[src/rtl/bgd_pkg.sv]
// Shared types, codes and helpers for the button gesture detector.
// No dependencies; imported by every module of the block.
`default_nettype none
package bgd_pkg;

  localparam int BTN_W     = 3;
  localparam int MAX_BTN   = 8;
  localparam int DIV_W     = 16;
  localparam logic [31:0] RECENT_MS = 32'd500;

  typedef enum logic [1:0] {
    OP_TICK  = 2'd0,
    OP_ADD   = 2'd1,
    OP_CLEAR = 2'd2,
    OP_NONE  = 2'd3
  } op_e;

  typedef enum logic [1:0] {
    RES_FIRED = 2'd0,
    RES_DONE  = 2'd1,
    RES_ADDED = 2'd2,
    RES_FULL  = 2'd3
  } res_kind_e;

  typedef enum logic [2:0] {
    TRG_ONCE     = 3'd0,
    TRG_MULTI    = 3'd1,
    TRG_EXACT    = 3'd2,
    TRG_HOLD     = 3'd3,
    TRG_HOLD_MOD = 3'd4
  } trig_e;

  typedef enum logic [2:0] {
    REG_TICK     = 3'd0,
    REG_HOLD_THR = 3'd1,
    REG_DEBOUNCE = 3'd2,
    REG_COOLDOWN = 3'd3,
    REG_CONT     = 3'd4,
    REG_ACTIVE   = 3'd5,
    REG_ENABLE   = 3'd6
  } reg_e;

  localparam logic [1:0] SLOT_PRESS   = 2'd0;
  localparam logic [1:0] SLOT_RELEASE = 2'd1;
  localparam logic [1:0] SLOT_END     = 2'd2;

  typedef enum logic [3:0] {
    S_IDLE,
    S_SCAN,
    S_FETCH_A,
    S_FETCH_B,
    S_SETUP,
    S_DIV0,
    S_DIV1,
    S_EVAL,
    S_RESP
  } walk_state_e;

  typedef struct packed {
    logic        held;
    logic [7:0]  press_cnt;
    logic [31:0] press_stamp;
    logic [7:0]  final_cnt;
    logic [31:0] final_stamp;
    logic [15:0] hold_ms;
    logic [31:0] hold_stamp;
    logic [15:0] rel_ms;
    logic [31:0] rel_stamp;
  } btn_view_t;

  typedef struct packed {
    logic [BTN_W-1:0] b1;
    logic [BTN_W-1:0] b2;
    logic             pair;
    logic [2:0]       kind;
    logic [7:0]       target;
    logic [15:0]      hold_start;
    logic [15:0]      hold_end;
    logic [15:0]      period;
    logic [2:0]       cbmask;
  } event_t;

  typedef struct packed {
    logic             start;
    logic [DIV_W-1:0] dividend;
    logic [DIV_W-1:0] divisor;
  } div_req_t;

  function automatic logic [15:0] sat16(input logic [16:0] v);
    return v[16] ? 16'hFFFF : v[15:0];
  endfunction

  function automatic logic recent(input logic [31:0] now, input logic [31:0] stamp);
    logic [31:0] diff;
    diff = now - stamp;
    return diff < RECENT_MS;
  endfunction

endpackage
`default_nettype wire

[src/rtl/bgd_button_lane.sv]
// One button lane: held state, press runs, counts, hold and release times.
// Depends on bgd_pkg; one instance per button, each updated on a tick while enabled.
`default_nettype none
module bgd_button_lane
  import bgd_pkg::*;
(
  input  wire logic        clk_i,
  input  wire logic        rst_ni,
  input  wire logic        tick_i,
  input  wire logic        en_i,
  input  wire logic        pressed_i,
  input  wire logic [31:0] now_i,
  input  wire logic [7:0]  tick_ms_i,
  input  wire logic [15:0] hold_thr_i,
  input  wire logic [15:0] debounce_i,
  input  wire logic [15:0] cooldown_i,
  input  wire logic [15:0] cont_i,
  output btn_view_t        view_o
);

  btn_view_t   view_q, view_d;
  logic [15:0] since_q, since_d;
  logic [7:0]  run_q, run_d;
  logic [31:0] run_stamp_q, run_stamp_d;

  always_comb begin
    view_d      = view_q;
    since_d     = since_q;
    run_d       = run_q;
    run_stamp_d = run_stamp_q;
    since_d = sat16({1'b0, since_q} + {9'b0, tick_ms_i});
    if (since_d >= cooldown_i && view_q.press_cnt != 8'd0 &&
        (now_i - view_q.press_stamp) == {16'b0, cooldown_i}) begin
      view_d.final_cnt   = view_q.press_cnt;
      view_d.final_stamp = now_i;
      since_d            = 16'd0;
    end
    if (pressed_i) begin
      if (!view_q.held) begin
        view_d.final_cnt = 8'd0;
        view_d.hold_ms   = 16'd0;
        if ((now_i - run_stamp_q) >= {16'b0, cont_i}) run_d = 8'd0;
        if (run_d != 8'hFF) run_d = run_d + 8'd1;
        run_stamp_d = now_i;
        since_d     = 16'd0;
      end
      view_d.rel_ms     = 16'd0;
      view_d.hold_ms    = sat16({1'b0, view_d.hold_ms} + {9'b0, tick_ms_i});
      view_d.hold_stamp = now_i;
      view_d.held       = 1'b1;
      if (view_d.hold_ms >= hold_thr_i) begin
        view_d.press_cnt = 8'd0;
        run_d            = 8'd0;
        view_d.final_cnt = 8'd0;
      end
    end else if (view_q.held) begin
      if (view_q.hold_ms < hold_thr_i && view_q.hold_ms >= debounce_i) begin
        view_d.press_cnt   = run_d;
        view_d.press_stamp = now_i;
        since_d            = 16'd0;
      end
      if (view_d.press_cnt == 8'd0 && view_d.press_stamp != now_i) begin
        view_d.rel_ms    = view_q.hold_ms;
        view_d.rel_stamp = now_i;
      end
      view_d.held = 1'b0;
    end
  end

  always_ff @(posedge clk_i or negedge rst_ni) begin
    if (!rst_ni) begin
      view_q      <= '0;
      since_q     <= '0;
      run_q       <= '0;
      run_stamp_q <= '0;
    end else if (tick_i && en_i) begin
      view_q      <= view_d;
      since_q     <= since_d;
      run_q       <= run_d;
      run_stamp_q <= run_stamp_d;
    end
  end

  assign view_o = view_q;

endmodule
`default_nettype wire

[config.mk]
export PLATFORM = sky130hd
export DESIGN_NAME = bgd_button_lane
export DESIGN_NICKNAME = d
export VERILOG_FILES = /design/src/rtl/bgd_pkg.sv /design/src/rtl/bgd_button_lane.sv
export SDC_FILE = /design/constraint.sdc
export NUM_CORES = 1
export LEC_CHECK = 0
export ABC_AREA = 1
export BUFFER_PORTS_ARGS = -buffer_cell sky130_fd_sc_hd__buf_2
export CORE_AREA = 2 2 187 262
export DETAILED_ROUTE_END_ITERATION = 8
export DIE_AREA = 0 0 189 264
export PLACE_DENSITY = 0.57
export SLEW_MARGIN = 20
export SYNTH_ARGS = -nofsm -noshare
export SYNTH_HDL_FRONTEND = slang
export SYNTH_SLANG_ARGS = --single-unit
[constraint.sdc]
create_clock -name clk_i -period 14.8 [get_ports clk_i]
set_clock_uncertainty 0.1 [all_clocks]
set_input_delay 0.74 -clock clk_i [delete_from_list [all_inputs] [get_ports clk_i]]
set_output_delay 0.74 -clock clk_i [all_outputs]
set_load 0.005 [all_outputs]
==> impl_metrics.ini <==
[synthesis]
synth_top_family_by_area = simple AND/OR/NAND/NOR gates
syn-mean-instance-area_sq_um = 6.669
synthXorXnorAreaFrac = 0.02845
netlist_area_sq_um = 18780
synth-simple-area-share = 0.3237
synth_edf_count = 0
synth_nets = 3087
synth_cell_types = 54
syn_inst = 2816
ys_async_sr_fraction = 1.000
ys_ff_latch = 233
synth_adder_area_share = 0.1095
yosys_warnings = 0
synthMuxAreaShare = 0
synth-main-ff-cell = dfrtp_1
synth-compound-area-share = 0.1059
ys_seq_area_frac = 0.3105

[layout]
drive_gt1_frac = 0.1353
fin_area_sq_um = 21890
nets = 3347
final_util = 0.4593
final_cell_mix = 917 x nand2_1, 513 x inv_1, 284 x buf_2
seq_area_sq_um = 5831
multi_input_area_sq_um = 10680
layout_commonest_cell = nand2_1
num_antenna_cells = 0
area.growth.synth_to_final_pct = 16.58
fin_cells = 3727
fillerInstances = 5003

[timing]
setup_tns_ns = 0
tightestPinTransition_ns = 0.9008
slew_violations = 0
hold_viol = 0
fmax_mhz = 173.2
slew_headroom = 0.3931
layout_setup_ws_ns = 9.025
hold_ws_ns = 0.1110
rsz0062_at_grt = false
setup_violations = 0
finalCriticalPeriod_ns = 5.775
fin_crit_sh = 0.3902

[route]
wl_per_cell_um = 19.46
via_per_inst = 5.192
final_antenna_net_count = 0
firstDrtPassIters = 5
drt_iter0_markers = 1036
via_count = 19350
drc = 0
routed_wl_um = 72510

[place]
dp.cells = 3676
post-place-ws_ns = 8.735
port_buffers = 285
postPlaceCellArea_sq_um = 20810
dp_hpwl_um = 58300
gp_congestion = 1.028

[job]
drv_cap = 0

[floorplan]
core_area_sq_um = 47660
die_y_um = 264
die_x_um = 189
dieArea_sq_um = 49900
rows = 95
design.portCount = 286
initial_core_util = 0.3940

[worst_setup_path]
worstSetupStartpointType = flop
cpPeakStageDelay_ns = 0.73
cp_slowest_cell = o21ai_0
endpoint_kind = flop
crit_required_ns = 15.11
path_max_fanout = 13
path_class = reg2reg
critPathArrivalTime_ns = 6.09
cpMostUsedCell = nand2_1

[global_route]
grt_overflow = 0
grt_start_max_net_pins = 111
grtUsageTotal = 0.2877
grt_pass1_wl_um = 110800
grt_pass1_vias = 19240
antenna_found_initial = 1

[run_status]
status = finished clean

[cts]
clock_latency_ns = 0.60
cts_resized = 0
root_buffer = clkbuf_16
cts_buffers = 28
htree_levels = 1
clk_path_buf_depth = 3
cts-hold-fix-buffers = 0
cts_setup_buffers = 0
clk_pin_slew_ns = 0.06
cts_tree = done
clock_sinks = 233

[min_path]
hp-class = in2async

[pwr]
power_mw = 2.936
power_density_nw_per_um2 = 134.1
p_leak_nw = 12.48
ir_drop_mv = 0.09788
-- synth_stat cells, types with 16 or more instances --
library cell | instances | area (sq um)
a21oi_1 | 99 | 495.5
nand2_1 | 918 | 3446
o22ai_1 | 31 | 193.9
ha_1 | 158 | 1977
inv_1 | 514 | 1929
nor3_1 | 21 | 105.1
clkbuf_1 | 48 | 180.2
xnor2_1 | 16 | 140.1
nor2_1 | 177 | 664.4
dfrtp_1 | 233 | 5831
xor2_1 | 45 | 394.1
o21ai_0 | 132 | 660.6
o2111ai_1 | 17 | 148.9
nand3_1 | 133 | 665.6
nand4_1 | 109 | 681.9
-- area by class of cell --
cell class	count	area share
sequential	233	0.2663
clock buffer	34	0.03532
tap	630	0.03600
inverter	520	0.08915
multi-input combinational	1991	0.4877
timing repair buffer	302	0.07144
clock inverter	17	0.01406
-- routing by layer --
layer	global-route usage	vias to the layer above	wire, um
met2	0.5295	564	36920
met1	0.3108	9137	26880
li1	-	9489	-
met4	0.1613	2	4611
met3	0.04504	157	4088
met5	0	-	14
-- worst max-delay path, delay by kind of cell (launching register included) --
| kind | cells | cell delay, ns |
|---|---|---|
| AOI/OAI and AO/OA | 10 | 2.23 |
| and+or+nand+nor | 17 | 1.76 |
| buffers and inverters | 3 | 0.54 |
| adders and majority gates | 3 | 0.52 |
| DFF | 1 | 0.43 |
-- cells by family (layout without fill, tap and decap cells) --
kind of cell,after synthesis,after routing
buf+inv,592,873
simple gates,1427,1427
flops,233,233
xor+xnor,61,61
compound gates,341,341
fa+ha+maj,162,162
-- sequential cells by signal, summed over array words and instances, names as in the netlist --
name / cells
run_q: 8
run_stamp_q: 32
since_q: 16
view_o: 177
-- worst paths after layout --
path,from,endpoint,slack [ns],cells after the start
worst min register to register,view_o[49]$_DFFE_PN0P_,view_o[49]$_DFFE_PN0P_,0.36,2
worst min-delay path,rst_ni,view_o[49]$_DFFE_PN0P_,0.11,1
worst max-delay path,view_o[176]$_DFFE_PN0P_,view_o[172]$_DFFE_PN0P_,9.03,33
worst max register to register,view_o[176]$_DFFE_PN0P_,view_o[172]$_DFFE_PN0P_,9.03,33
min in group clk_i,now_i[0],view_o[96]$_DFFE_PN0P_,0.33,3
max in group asynchronous,rst_ni,view_o[175]$_DFFE_PN0P_,12.95,2
-- power by group --
group          leakage, nW  total (mW)  switching [mW]  internal, mW
sequential            2.95       0.829          0.0887         0.740
clock                0.518       0.809           0.311         0.498
combinational         9.02        1.30           0.843         0.455
(Power assumes the default switching activity.)
