`config.mk`:
```
export PLATFORM = sky130hd
export DESIGN_NAME = bgd_event_walker
export DESIGN_NICKNAME = d
export VERILOG_FILES = /design/src/rtl/bgd_pkg.sv /design/src/rtl/bgd_rem_unit.sv /design/src/rtl/bgd_event_walker.sv
export SDC_FILE = /design/constraint.sdc
export NUM_CORES = 2
export LEC_CHECK = 0
export ABC_AREA = 1
export BUFFER_PORTS_ARGS = -buffer_cell sky130_fd_sc_hd__buf_4
export CAP_MARGIN = 10
export CORE_MARGIN = 5
export CORE_UTILIZATION = 60
export DETAILED_ROUTE_END_ITERATION = 7
export MAX_ROUTING_LAYER = met4
export PLACE_DENSITY = 0.9
export SYNTH_ARGS = -nofsm -noshare
export SYNTH_HDL_FRONTEND = slang
export SYNTH_HIERARCHICAL = 1
export SYNTH_SLANG_ARGS = --single-unit
```
`constraint.sdc`:
```
create_clock -name clk_i -period 12.8 [get_ports clk_i]
set_input_delay 2.56 -clock clk_i [delete_from_list [all_inputs] [get_ports clk_i]]
set_output_delay 2.56 -clock clk_i [all_outputs]
set_load 0.03 [all_outputs]
```
`src/rtl/bgd_pkg.sv`:
```
// Shared types, codes and helpers for the button gesture detector.
// No dependencies; imported by every module of the block.
`default_nettype none
package bgd_pkg;

  localparam int BTN_W     = 3;
  localparam int MAX_BTN   = 8;
  localparam int DIV_W     = 16;
  localparam logic [31:0] RECENT_MS = 32'd500;

  typedef enum logic [1:0] {
    OP_TICK  = 2'd0,
    OP_ADD   = 2'd1,
    OP_CLEAR = 2'd2,
    OP_NONE  = 2'd3
  } op_e;

  typedef enum logic [1:0] {
    RES_FIRED = 2'd0,
    RES_DONE  = 2'd1,
    RES_ADDED = 2'd2,
    RES_FULL  = 2'd3
  } res_kind_e;

  typedef enum logic [2:0] {
    TRG_ONCE     = 3'd0,
    TRG_MULTI    = 3'd1,
    TRG_EXACT    = 3'd2,
    TRG_HOLD     = 3'd3,
    TRG_HOLD_MOD = 3'd4
  } trig_e;

  typedef enum logic [2:0] {
    REG_TICK     = 3'd0,
    REG_HOLD_THR = 3'd1,
    REG_DEBOUNCE = 3'd2,
    REG_COOLDOWN = 3'd3,
    REG_CONT     = 3'd4,
    REG_ACTIVE   = 3'd5,
    REG_ENABLE   = 3'd6
  } reg_e;

  localparam logic [1:0] SLOT_PRESS   = 2'd0;
  localparam logic [1:0] SLOT_RELEASE = 2'd1;
  localparam logic [1:0] SLOT_END     = 2'd2;

  typedef enum logic [3:0] {
    S_IDLE,
    S_SCAN,
    S_FETCH_A,
    S_FETCH_B,
    S_SETUP,
    S_DIV0,
    S_DIV1,
    S_EVAL,
    S_RESP
  } walk_state_e;

  typedef struct packed {
    logic        held;
    logic [7:0]  press_cnt;
    logic [31:0] press_stamp;
    logic [7:0]  final_cnt;
    logic [31:0] final_stamp;
    logic [15:0] hold_ms;
    logic [31:0] hold_stamp;
    logic [15:0] rel_ms;
    logic [31:0] rel_stamp;
  } btn_view_t;

  typedef struct packed {
    logic [BTN_W-1:0] b1;
    logic [BTN_W-1:0] b2;
    logic             pair;
    logic [2:0]       kind;
    logic [7:0]       target;
    logic [15:0]      hold_start;
    logic [15:0]      hold_end;
    logic [15:0]      period;
    logic [2:0]       cbmask;
  } event_t;

  typedef struct packed {
    logic             start;
    logic [DIV_W-1:0] dividend;
    logic [DIV_W-1:0] divisor;
  } div_req_t;

  function automatic logic [15:0] sat16(input logic [16:0] v);
    return v[16] ? 16'hFFFF : v[15:0];
  endfunction

  function automatic logic recent(input logic [31:0] now, input logic [31:0] stamp);
    logic [31:0] diff;
    diff = now - stamp;
    return diff < RECENT_MS;
  endfunction

endpackage
`default_nettype wire

```
`src/rtl/bgd_rem_unit.sv`:
```
// Bit-serial restoring remainder unit, one dividend bit per cycle.
// Depends on bgd_pkg; reports whether the divisor is nonzero and divides.
`default_nettype none
module bgd_rem_unit
  import bgd_pkg::*;
(
  input  wire logic     clk_i,
  input  wire logic     rst_ni,
  input  wire div_req_t req_i,
  output logic          done_o,
  output logic          divides_o
);

  localparam int CNT_W = $clog2(DIV_W);

  logic [DIV_W-1:0] rem_q, rem_d;
  logic [DIV_W-1:0] dvd_q;
  logic [DIV_W-1:0] dsr_q;
  logic [CNT_W-1:0] bit_q;
  logic             run_q;
  logic             done_q;
  logic [DIV_W:0]   trial;

  always_comb begin
    trial = {rem_q, dvd_q[DIV_W-1]} - {1'b0, dsr_q};
    if (!trial[DIV_W]) rem_d = trial[DIV_W-1:0];
    else rem_d = {rem_q[DIV_W-2:0], dvd_q[DIV_W-1]};
  end

  always_ff @(posedge clk_i or negedge rst_ni) begin
    if (!rst_ni) begin
      run_q  <= 1'b0;
      done_q <= 1'b0;
      bit_q  <= '0;
    end else begin
      done_q <= 1'b0;
      if (req_i.start) begin
        run_q <= 1'b1;
        bit_q <= '0;
      end else if (run_q) begin
        bit_q <= bit_q + 1'b1;
        if (bit_q == CNT_W'(DIV_W - 1)) begin
          run_q  <= 1'b0;
          done_q <= 1'b1;
        end
      end
    end
  end

  always_ff @(posedge clk_i) begin
    if (req_i.start) begin
      rem_q <= '0;
      dvd_q <= req_i.dividend;
      dsr_q <= req_i.divisor;
    end else if (run_q) begin
      rem_q <= rem_d;
      dvd_q <= {dvd_q[DIV_W-2:0], 1'b0};
    end
  end

  assign done_o    = done_q;
  assign divides_o = (dsr_q != '0) && (rem_q == '0);

endmodule
`default_nettype wire

```
`src/rtl/bgd_event_walker.sv`:
```
// Event table and the walk that merges the button lanes into callback beats.
// Depends on bgd_pkg and bgd_rem_unit; lane views arrive through a select mux.
`default_nettype none
module bgd_event_walker
  import bgd_pkg::*;
#(
  parameter int NUM_BUTTONS = 8,
  parameter int NUM_EVENTS  = 16
) (
  input  wire logic             clk_i,
  input  wire logic             rst_ni,
  input  wire logic             start_i,
  input  wire logic [1:0]       operation_i,
  input  wire logic [BTN_W-1:0] first_button_i,
  input  wire logic [BTN_W-1:0] second_button_i,
  input  wire logic             is_pair_i,
  input  wire logic [2:0]       trigger_kind_i,
  input  wire logic [7:0]       press_target_i,
  input  wire logic [15:0]      hold_start_i,
  input  wire logic [15:0]      hold_end_i,
  input  wire logic [15:0]      hold_period_i,
  input  wire logic [2:0]       callback_mask_i,
  input  wire logic [7:0]       enable_i,
  input  wire logic [31:0]      now_i,
  input  wire btn_view_t        view_i,
  output logic [BTN_W-1:0]      btn_sel_o,
  output logic                  busy_o,
  output logic                  result_valid_o,
  output logic [1:0]            kind_o,
  output logic [3:0]            event_index_o,
  output logic [1:0]            callback_slot_o,
  output logic                  last_o
);

  localparam int IDX_W = (NUM_EVENTS > 1) ? $clog2(NUM_EVENTS) : 1;
  localparam int CNT_W = $clog2(NUM_EVENTS + 1);

  walk_state_e      state_q, state_d;
  logic             pass_q;
  logic [CNT_W-1:0] idx_q;
  logic [CNT_W-1:0] cnt_q;
  event_t           table_q [NUM_EVENTS];
  logic [2:0]       flags_q [NUM_EVENTS];
  logic [MAX_BTN-1:0] ignore_q;
  btn_view_t        snap_a_q, snap_b_q;
  logic             d0_q;
  res_kind_e        resp_kind_q;
  logic [3:0]       resp_idx_q;

  event_t           ev;
  logic [2:0]       ev_flags;
  logic [BTN_W-1:0] btn_a, btn_b;
  logic             ev_is_pair, ok_a, ok_b, ok_b1, skip;
  logic [1:0]       need_div;
  logic             accept;
  div_req_t         div_req;
  logic             div_done, div_ok;

  logic             ev_emit;
  logic [1:0]       ev_slot;
  logic             fire_en;
  logic [1:0]       fire_slot;
  logic [2:0]       set_mask, clr_mask;

  function automatic logic btn_ok(input logic [BTN_W-1:0] b, input logic [7:0] en);
    return ({1'b0, b} < (BTN_W+1)'(NUM_BUTTONS)) && en[b];
  endfunction

  assign accept   = start_i && !busy_o;
  assign ev       = table_q[idx_q[IDX_W-1:0]];
  assign ev_flags = flags_q[idx_q[IDX_W-1:0]];

  always_comb begin
    ev_is_pair = ev.pair && (ev.b1 != ev.b2);
    btn_a = (ev_is_pair && ev.b2 < ev.b1) ? ev.b2 : ev.b1;
    btn_b = (ev_is_pair && ev.b2 < ev.b1) ? ev.b1 : ev.b2;
    ok_a  = btn_ok(btn_a, enable_i);
    ok_b  = btn_ok(btn_b, enable_i);
    ok_b1 = btn_ok(ev.b1, enable_i);
    if (!pass_q) skip = !ev_is_pair || !ok_a || !ok_b;
    else skip = ev_is_pair || !ok_b1 || ignore_q[ev.b1];
    need_div = 2'd0;
    if (ev.kind == TRG_MULTI) need_div = pass_q ? 2'd1 : 2'd2;
    else if (ev.kind == TRG_HOLD_MOD) need_div = 2'd1;
  end

  assign btn_sel_o = (state_q == S_FETCH_B) ? btn_b : btn_a;

  always_comb begin
    div_req.start    = 1'b0;
    div_req.dividend = {8'b0, snap_a_q.press_cnt};
    div_req.divisor  = {8'b0, ev.target};
    if (state_q == S_SETUP) begin
      div_req.start = (need_div != 2'd0);
      if (ev.kind == TRG_HOLD_MOD) begin
        div_req.divisor = ev.period;
        if (!pass_q && !(snap_a_q.hold_stamp < snap_b_q.hold_stamp))
          div_req.dividend = snap_b_q.hold_ms;
        else
          div_req.dividend = snap_a_q.hold_ms;
      end
    end else if (state_q == S_DIV0) begin
      div_req.start    = div_done && (need_div == 2'd2);
      div_req.dividend = {8'b0, snap_b_q.press_cnt};
    end
  end

  bgd_rem_unit u_rem (
    .clk_i     (clk_i),
    .rst_ni    (rst_ni),
    .req_i     (div_req),
    .done_o    (div_done),
    .divides_o (div_ok)
  );

  // trigger evaluation on the fetched snapshots
  always_comb begin
    logic        ok, c0, c12, c3, c4, c5, c6, c7, c1, c2, d1;
    logic [31:0] range;
    logic [31:0] st32, en32;
    btn_view_t   a, b;
    a = snap_a_q;
    b = snap_b_q;
    st32 = {16'b0, ev.hold_start};
    en32 = {16'b0, ev.hold_end};
    range = en32 - st32;
    d1 = div_ok;
    ok = 1'b0; c0 = 1'b0; c12 = 1'b0; c3 = 1'b0; c4 = 1'b0; c5 = 1'b0;
    c6 = 1'b0; c7 = 1'b0; c1 = 1'b0; c2 = 1'b0;
    ev_emit   = 1'b0;
    ev_slot   = SLOT_PRESS;
    fire_en   = 1'b0;
    fire_slot = SLOT_PRESS;
    clr_mask  = 3'b000;
    if (!pass_q) begin
      case (ev.kind)
        TRG_ONCE, TRG_MULTI: begin
          if (a.press_cnt != 8'd0 && b.press_cnt != 8'd0) begin
            if (ev.kind == TRG_ONCE)
              ok = a.press_cnt == ev.target && b.press_cnt == ev.target;
            else
              ok = d0_q && d1;
            ok = ok && recent(now_i, a.press_stamp) && recent(now_i, b.press_stamp);
            if (ok) fire_en = 1'b1;
            else clr_mask = 3'b001;
          end
        end
        TRG_EXACT: begin
          if (a.final_cnt != 8'd0 && b.final_cnt != 8'd0) begin
            ok = a.final_cnt == ev.target && b.final_cnt == ev.target &&
                 recent(now_i, a.final_stamp) && recent(now_i, b.final_stamp);
            if (ok) fire_en = 1'b1;
            else clr_mask = 3'b001;
          end
        end
        TRG_HOLD: begin
          if (a.hold_ms != 16'd0 && b.hold_ms != 16'd0) begin
            c0  = a.hold_ms >= ev.hold_start && b.hold_ms >= ev.hold_start;
            c12 = recent(now_i, a.hold_stamp) && recent(now_i, b.hold_stamp);
            c3  = a.rel_ms <= ev.hold_end && b.rel_ms <= ev.hold_end;
            c4  = ((now_i - a.rel_stamp) < range) && (a.rel_stamp != 32'd0);
            c5  = ((now_i - b.rel_stamp) < range) && (b.rel_stamp != 32'd0);
            c6  = a.hold_ms > ev.hold_end || b.hold_ms > ev.hold_end;
            c7  = a.hold_ms > ev.hold_end && b.hold_ms > ev.hold_end;
            if (c0 && c12 && !c7 && !c4 && !c5) begin
              fire_en = 1'b1;
            end else if (c0 && c3 && c4 && c5) begin
              fire_en   = 1'b1;
              fire_slot = SLOT_RELEASE;
            end else if (c6 && (c4 || c5 || c7)) begin
              fire_en   = 1'b1;
              fire_slot = SLOT_END;
            end else begin
              clr_mask = 3'b111;
            end
          end
        end
        TRG_HOLD_MOD: begin
          if (a.hold_ms != 16'd0 && b.hold_ms != 16'd0) begin
            ok = a.hold_ms >= ev.hold_start && b.hold_ms >= ev.hold_start &&
                 recent(now_i, a.hold_stamp) && recent(now_i, b.hold_stamp) &&
                 a.hold_ms <= ev.hold_end && b.hold_ms <= ev.hold_end && d0_q;
            if (ok) fire_en = 1'b1;
            else clr_mask = 3'b001;
          end
        end
        default: ;
      endcase
    end else begin
      case (ev.kind)
        TRG_ONCE:
          ev_emit = a.press_cnt != 8'd0 && a.press_cnt == ev.target &&
                    a.press_stamp == now_i && ev.cbmask[0];
        TRG_MULTI:
          ev_emit = a.press_cnt != 8'd0 && d0_q && a.press_stamp == now_i &&
                    ev.cbmask[0];
        TRG_EXACT:
          ev_emit = a.final_cnt != 8'd0 && a.final_cnt == ev.target &&
                    a.final_stamp == now_i && ev.cbmask[0];
        TRG_HOLD: begin
          c1 = a.hold_ms >= ev.hold_start;
          c0 = c1 && a.hold_stamp == now_i;
          c2 = a.rel_ms <= ev.hold_end && a.rel_stamp == now_i;
          c3 = a.hold_ms > ev.hold_end && a.hold_stamp == now_i;
          if (c0 && !c3) begin
            fire_en = 1'b1;
          end else if (c1 && c2) begin
            fire_en   = 1'b1;
            fire_slot = SLOT_RELEASE;
          end else if (c3) begin
            fire_en   = 1'b1;
            fire_slot = SLOT_END;
          end else begin
            clr_mask = 3'b111;
          end
        end
        TRG_HOLD_MOD: begin
          if (a.hold_ms != 16'd0) begin
            ok = a.hold_ms >= ev.hold_start && a.hold_ms <= ev.hold_end && d0_q &&
                 a.hold_stamp == now_i;
            if (ok) fire_en = 1'b1;
            else clr_mask = 3'b001;
          end
        end
        default: ;
      endcase
    end
    set_mask = fire_en ? (3'b001 << fire_slot) : 3'b000;
    if (fire_en) begin
      ev_emit = ev.cbmask[fire_slot] && !ev_flags[fire_slot];
      ev_slot = fire_slot;
    end
  end

  // next state
  always_comb begin
    state_d = state_q;
    case (state_q)
      S_IDLE:    if (accept) state_d = (operation_i == OP_TICK) ? S_SCAN : S_RESP;
      S_SCAN: begin
        if (idx_q == cnt_q) state_d = pass_q ? S_RESP : S_SCAN;
        else if (!skip) state_d = S_FETCH_A;
      end
      S_FETCH_A: state_d = pass_q ? S_SETUP : S_FETCH_B;
      S_FETCH_B: state_d = S_SETUP;
      S_SETUP:   state_d = (need_div != 2'd0) ? S_DIV0 : S_EVAL;
      S_DIV0:    if (div_done) state_d = (need_div == 2'd2) ? S_DIV1 : S_EVAL;
      S_DIV1:    if (div_done) state_d = S_EVAL;
      S_EVAL:    state_d = S_SCAN;
      S_RESP:    state_d = S_IDLE;
      default:   state_d = S_IDLE;
    endcase
  end

  // outputs
  always_comb begin
    busy_o          = (state_q != S_IDLE);
    result_valid_o  = 1'b0;
    kind_o          = RES_FIRED;
    event_index_o   = 4'(idx_q);
    callback_slot_o = SLOT_PRESS;
    last_o          = 1'b0;
    case (state_q)
      S_EVAL: begin
        result_valid_o  = ev_emit;
        callback_slot_o = ev_slot;
      end
      S_RESP: begin
        result_valid_o = 1'b1;
        kind_o         = resp_kind_q;
        event_index_o  = resp_idx_q;
        last_o         = 1'b1;
      end
      default: ;
    endcase
  end

  always_ff @(posedge clk_i or negedge rst_ni) begin
    if (!rst_ni) begin
      state_q     <= S_IDLE;
      pass_q      <= 1'b0;
      idx_q       <= '0;
      cnt_q       <= '0;
      ignore_q    <= '0;
      resp_kind_q <= RES_DONE;
      resp_idx_q  <= '0;
      for (int i = 0; i < NUM_EVENTS; i++) flags_q[i] <= 3'b000;
    end else begin
      state_q <= state_d;
      case (state_q)
        S_IDLE: begin
          if (accept) begin
            pass_q      <= 1'b0;
            idx_q       <= '0;
            ignore_q    <= '0;
            resp_kind_q <= RES_DONE;
            resp_idx_q  <= '0;
            if (operation_i == OP_ADD) begin
              if (cnt_q >= CNT_W'(NUM_EVENTS)) begin
                resp_kind_q <= RES_FULL;
              end else begin
                resp_kind_q <= RES_ADDED;
                resp_idx_q  <= 4'(cnt_q);
                flags_q[cnt_q[IDX_W-1:0]] <= 3'b000;
                cnt_q       <= cnt_q + 1'b1;
              end
            end else if (operation_i == OP_CLEAR) begin
              cnt_q <= '0;
            end
          end
        end
        S_SCAN: begin
          if (idx_q == cnt_q) begin
            if (!pass_q) begin
              pass_q <= 1'b1;
              idx_q  <= '0;
            end
          end else if (skip) begin
            idx_q <= idx_q + 1'b1;
          end
        end
        S_EVAL: begin
          flags_q[idx_q[IDX_W-1:0]] <= (ev_flags | set_mask) & ~clr_mask;
          if (!pass_q && snap_a_q.held && snap_b_q.held) begin
            ignore_q[btn_a] <= 1'b1;
            ignore_q[btn_b] <= 1'b1;
          end
          idx_q <= idx_q + 1'b1;
        end
        default: ;
      endcase
    end
  end

  always_ff @(posedge clk_i) begin
    if (state_q == S_IDLE && accept && operation_i == OP_ADD &&
        cnt_q < CNT_W'(NUM_EVENTS)) begin
      table_q[cnt_q[IDX_W-1:0]] <= '{b1: first_button_i, b2: second_button_i,
                                     pair: is_pair_i, kind: trigger_kind_i,
                                     target: press_target_i,
                                     hold_start: hold_start_i,
                                     hold_end: hold_end_i, period: hold_period_i,
                                     cbmask: callback_mask_i};
    end
    if (state_q == S_FETCH_A) snap_a_q <= view_i;
    if (state_q == S_FETCH_B) snap_b_q <= view_i;
    if (state_q == S_DIV0 && div_done) d0_q <= div_ok;
  end

`ifndef ASSERT_OFF
  a_beat_while_busy: assert property (@(posedge clk_i) disable iff (!rst_ni)
    result_valid_o |-> busy_o)
    else $error("result beat while idle");
  a_last_ends_item: assert property (@(posedge clk_i) disable iff (!rst_ni)
    result_valid_o && last_o |=> !busy_o)
    else $error("still busy after last beat");
  a_count_bound: assert property (@(posedge clk_i) disable iff (!rst_ni)
    cnt_q <= CNT_W'(NUM_EVENTS))
    else $error("event count overflow");
  a_accept_busy: assert property (@(posedge clk_i) disable iff (!rst_ni)
    accept |=> busy_o)
    else $error("accepted item not started");
`endif

endmodule
`default_nettype wire

```
==> metrics.csv <==
metric,value,unit
status,"complete, no violations",
num_rows,139,
gp_congestion,1.03,
whs,0.482,ns
tns,0,ns
crit_type,reg2out,
syn2layout_area_growth,11.1,%
crit_path_end,callback_slot_o[1],
min_period_over_period,86.6,%
synth_top_area_share,51.6,%
synth_nets,10256,
highest_layer,met4,
hold_path_depth,1,
drc,0,
regToRegSetupSlack,4.69,ns
drive_above_1_share,6.74,%
stdcell_area,0.0964,mm²
final.min_clock_period,11.09,ns
max_freq,0.0902,GHz
yosys-top-cells-area,"edfxtp_1, nand2_1, ha_1, inv_1, nor2_1",
grt_max_degree,199,
fin_nets,10531,
hold_buffers,0,
dieArea,0.152,mm²
finalSetupViolations,0,
grt_pass1_wl,426000,µm
critPathSlowestCell,a221oi_1,
vias_per_cell,6.23,
rr_worst_depth,32,
drt_iter0_drc,9978,
cts_buffer_depth,3,
worst_path_largest_cell_delay,0.95,ns
leakage,40.9,nW
setup_ws,1.71,ns
maxSlewViolCount,0,
critPathCaptureType,primary output,
crit_path_max_fanout,198,
post_cts_resized,0,
hold_path_class,reg2reg,
die_h,390,µm
tightestPinTransition,1.42,ns
ys_top_cells_by_count,"nand2_1, edfxtp_1, inv_1, nor2_1, o21ai_0",
start_util,60.4,%
r2r-end,flags_q[47]$_DFFE_PN0P_,
wl_met3,34700,µm
post-dp-hpwl,198000,µm
synth_seq_cells,1590,
place_ws,1.87,ns
p_per_area,171,mW/mm²
worstPathArrival,8.53,ns
cp.required,10.24,ns
async_flop_share,5.22,%
clock-root-buffer,clkbuf_16,
postCtsSetupBuffers,0,
clk_pin_slew,0.07,ns
clock_latency,0.84,ns
slew-limit-headroom,4.17,%
grt_overflow,0,
synth_edf_count,1491,
cts_sinks,1590,
die_w,390,µm
cp-start-kind,flip-flop,
grt_pass1_vias,71019,
via_count,73787,
cts_tree,done,
fp.coreArea,0.144,mm²
m1WireLength,101000,µm
cts-htree-levels,4,
synth_area,0.0867,mm²
crit_top_cell,nand2_1,
yosys.area.top_type,edfxtp_1,
finalPower,16.4,mW
syn_inst,9495,
r2r_start,idx_q[0]$_DFFE_PN0P_,
rsz0062_at_grt,no,
synth_cell_types,67,
routed_wl,292000,µm
ys.flop_type,edfxtp_1,
crit_start,idx_q[0]$_DFFE_PN0P_,
io_pins,305,
ant_nets,0,
dpl_cell_area,0.0911,mm²
synth_seq_area_share,54.4,%
drv_cap,0,
grt_util_all_layers,38.3,%
wl_met2,134000,µm
antenna_found_initial,32,
numPortBuffers,304,
wire_per_inst,24.7,µm
drt-pass1-iter-count,7,
ys_warn_count,6,
cts_buffers,161,
yosysMostFrequentCell,nand2_1,
hold_violations,0,
syn_avg_cell_area,9.14,µm²
skew,0.0830,ns
peakVddDrop,0.135,mV
==> power by group <==
part           switching, mW  internal (mW)  leakage (nW)
logic                   3.71           1.68          23.8
registers              0.222           6.11          14.5
clock network           2.14           2.58          2.51
==> flip-flops by register name, summed over array words and instances (netlist names) <==
register	count
idx_q	5
flags_q	48
ignore_q	8
state_q	4
u_rem/rem_q	16
table_q	1104
u_rem/bit_q	4
resp_kind_q	2
u_rem/dsr_q	16
u_rem/run_q	1
u_rem/dvd_q	16
cnt_q	5
d0_q	1
pass_q	1
u_rem/done_o	1
resp_idx_q	4
snap_b_q	177
snap_a_q	177
==> logic make-up after synthesis <==
kind of cell | share of synthesized area [%]
AND/OR/NAND/NOR | 18.9
AO/OA/AOI/OAI | 11.3
flip-flops | 54.4
buffers and inverters | 6.84
adder cells (fa/ha/maj) | 6.81
XOR/XNOR | 1.76
==> critical path: cells and delay by family (launching register included) <==
kind,cells,cell delay [ns]
DFF,1,0.62
adders and majority gates,1,0.45
and+or+nand+nor,19,2.74
buffers and inverters,6,1.67
AOI/OAI and AO/OA,5,1.92
==> worst min-delay path by stage <==
| stage | start | endpoint | slack [ns] |
|---|---|---|---|
| 4_1_cts | u_rem/bit_q[3]$_DFFE_PN0P_ | u_rem/bit_q[3]$_DFFE_PN0P_ | 0.48 |
| 5_1_grt | u_rem/bit_q[3]$_DFFE_PN0P_ | u_rem/bit_q[3]$_DFFE_PN0P_ | 0.51 |
| 3_5_place_dp | u_rem/bit_q[3]$_DFFE_PN0P_ | u_rem/bit_q[3]$_DFFE_PN0P_ | 0.47 |
| 2_1_floorplan | u_rem/bit_q[3]$_DFFE_PN0P_ | u_rem/bit_q[3]$_DFFE_PN0P_ | 0.44 |
| 6_report | u_rem/bit_q[3]$_DFFE_PN0P_ | u_rem/bit_q[3]$_DFFE_PN0P_ | 0.48 |
| 3_3_place_gp | u_rem/bit_q[3]$_DFFE_PN0P_ | u_rem/bit_q[3]$_DFFE_PN0P_ | 0.45 |
==> metal layers <==
layer / vias to the layer above / GRT usage, %
met5: - / -
met4: 0 / 23.6
met3: 1242 / 9.05
met2: 5165 / 60.7
met1: 34333 / 44.5
li1: 33047 / -
==> stage by stage <==
| stage | utilization (%) | std cells |
|---|---|---|
| 3_3_place_gp | 63.4 | 11510 |
| 4_1_cts | 67.0 | 11802 |
| 2_1_floorplan | - | 9495 |
| 5_1_grt | 67.1 | 11832 |
| 3_5_place_dp | 63.4 | 11510 |
| 6_report | 67.1 | 11840 |
==> cell type report <==
cell class / instances / area, µm²
inverters: 1291 / 4860
multi-input cells: 6355 / 33800
fillers: 10757 / 47200
clock buffers: 204 / 4220
flip-flops and latches: 1590 / 47200
repair buffers: 371 / 2860
diodes: 38 / 95.1
clock inverters: 88 / 998
well taps: 1903 / 2380
==> layout by cell type (no fill, tap or decap), drive strengths merged, types with 31 or more instances in the layout <==
cell    instances
a21oi         449
a22oi          31
a31oi          82
buf           371
clkbuf        204
clkinv         71
dfrtp          82
diode          38
edfxtp       1491
ha            466
inv          1294
nand2        2245
nand3         390
nand4         180
nor2         1012
nor3           84
nor4           35
o21ai         678
o21bai         49
o22ai         216
xnor2          73
xor2          101
(Power assumes the default switching activity.)
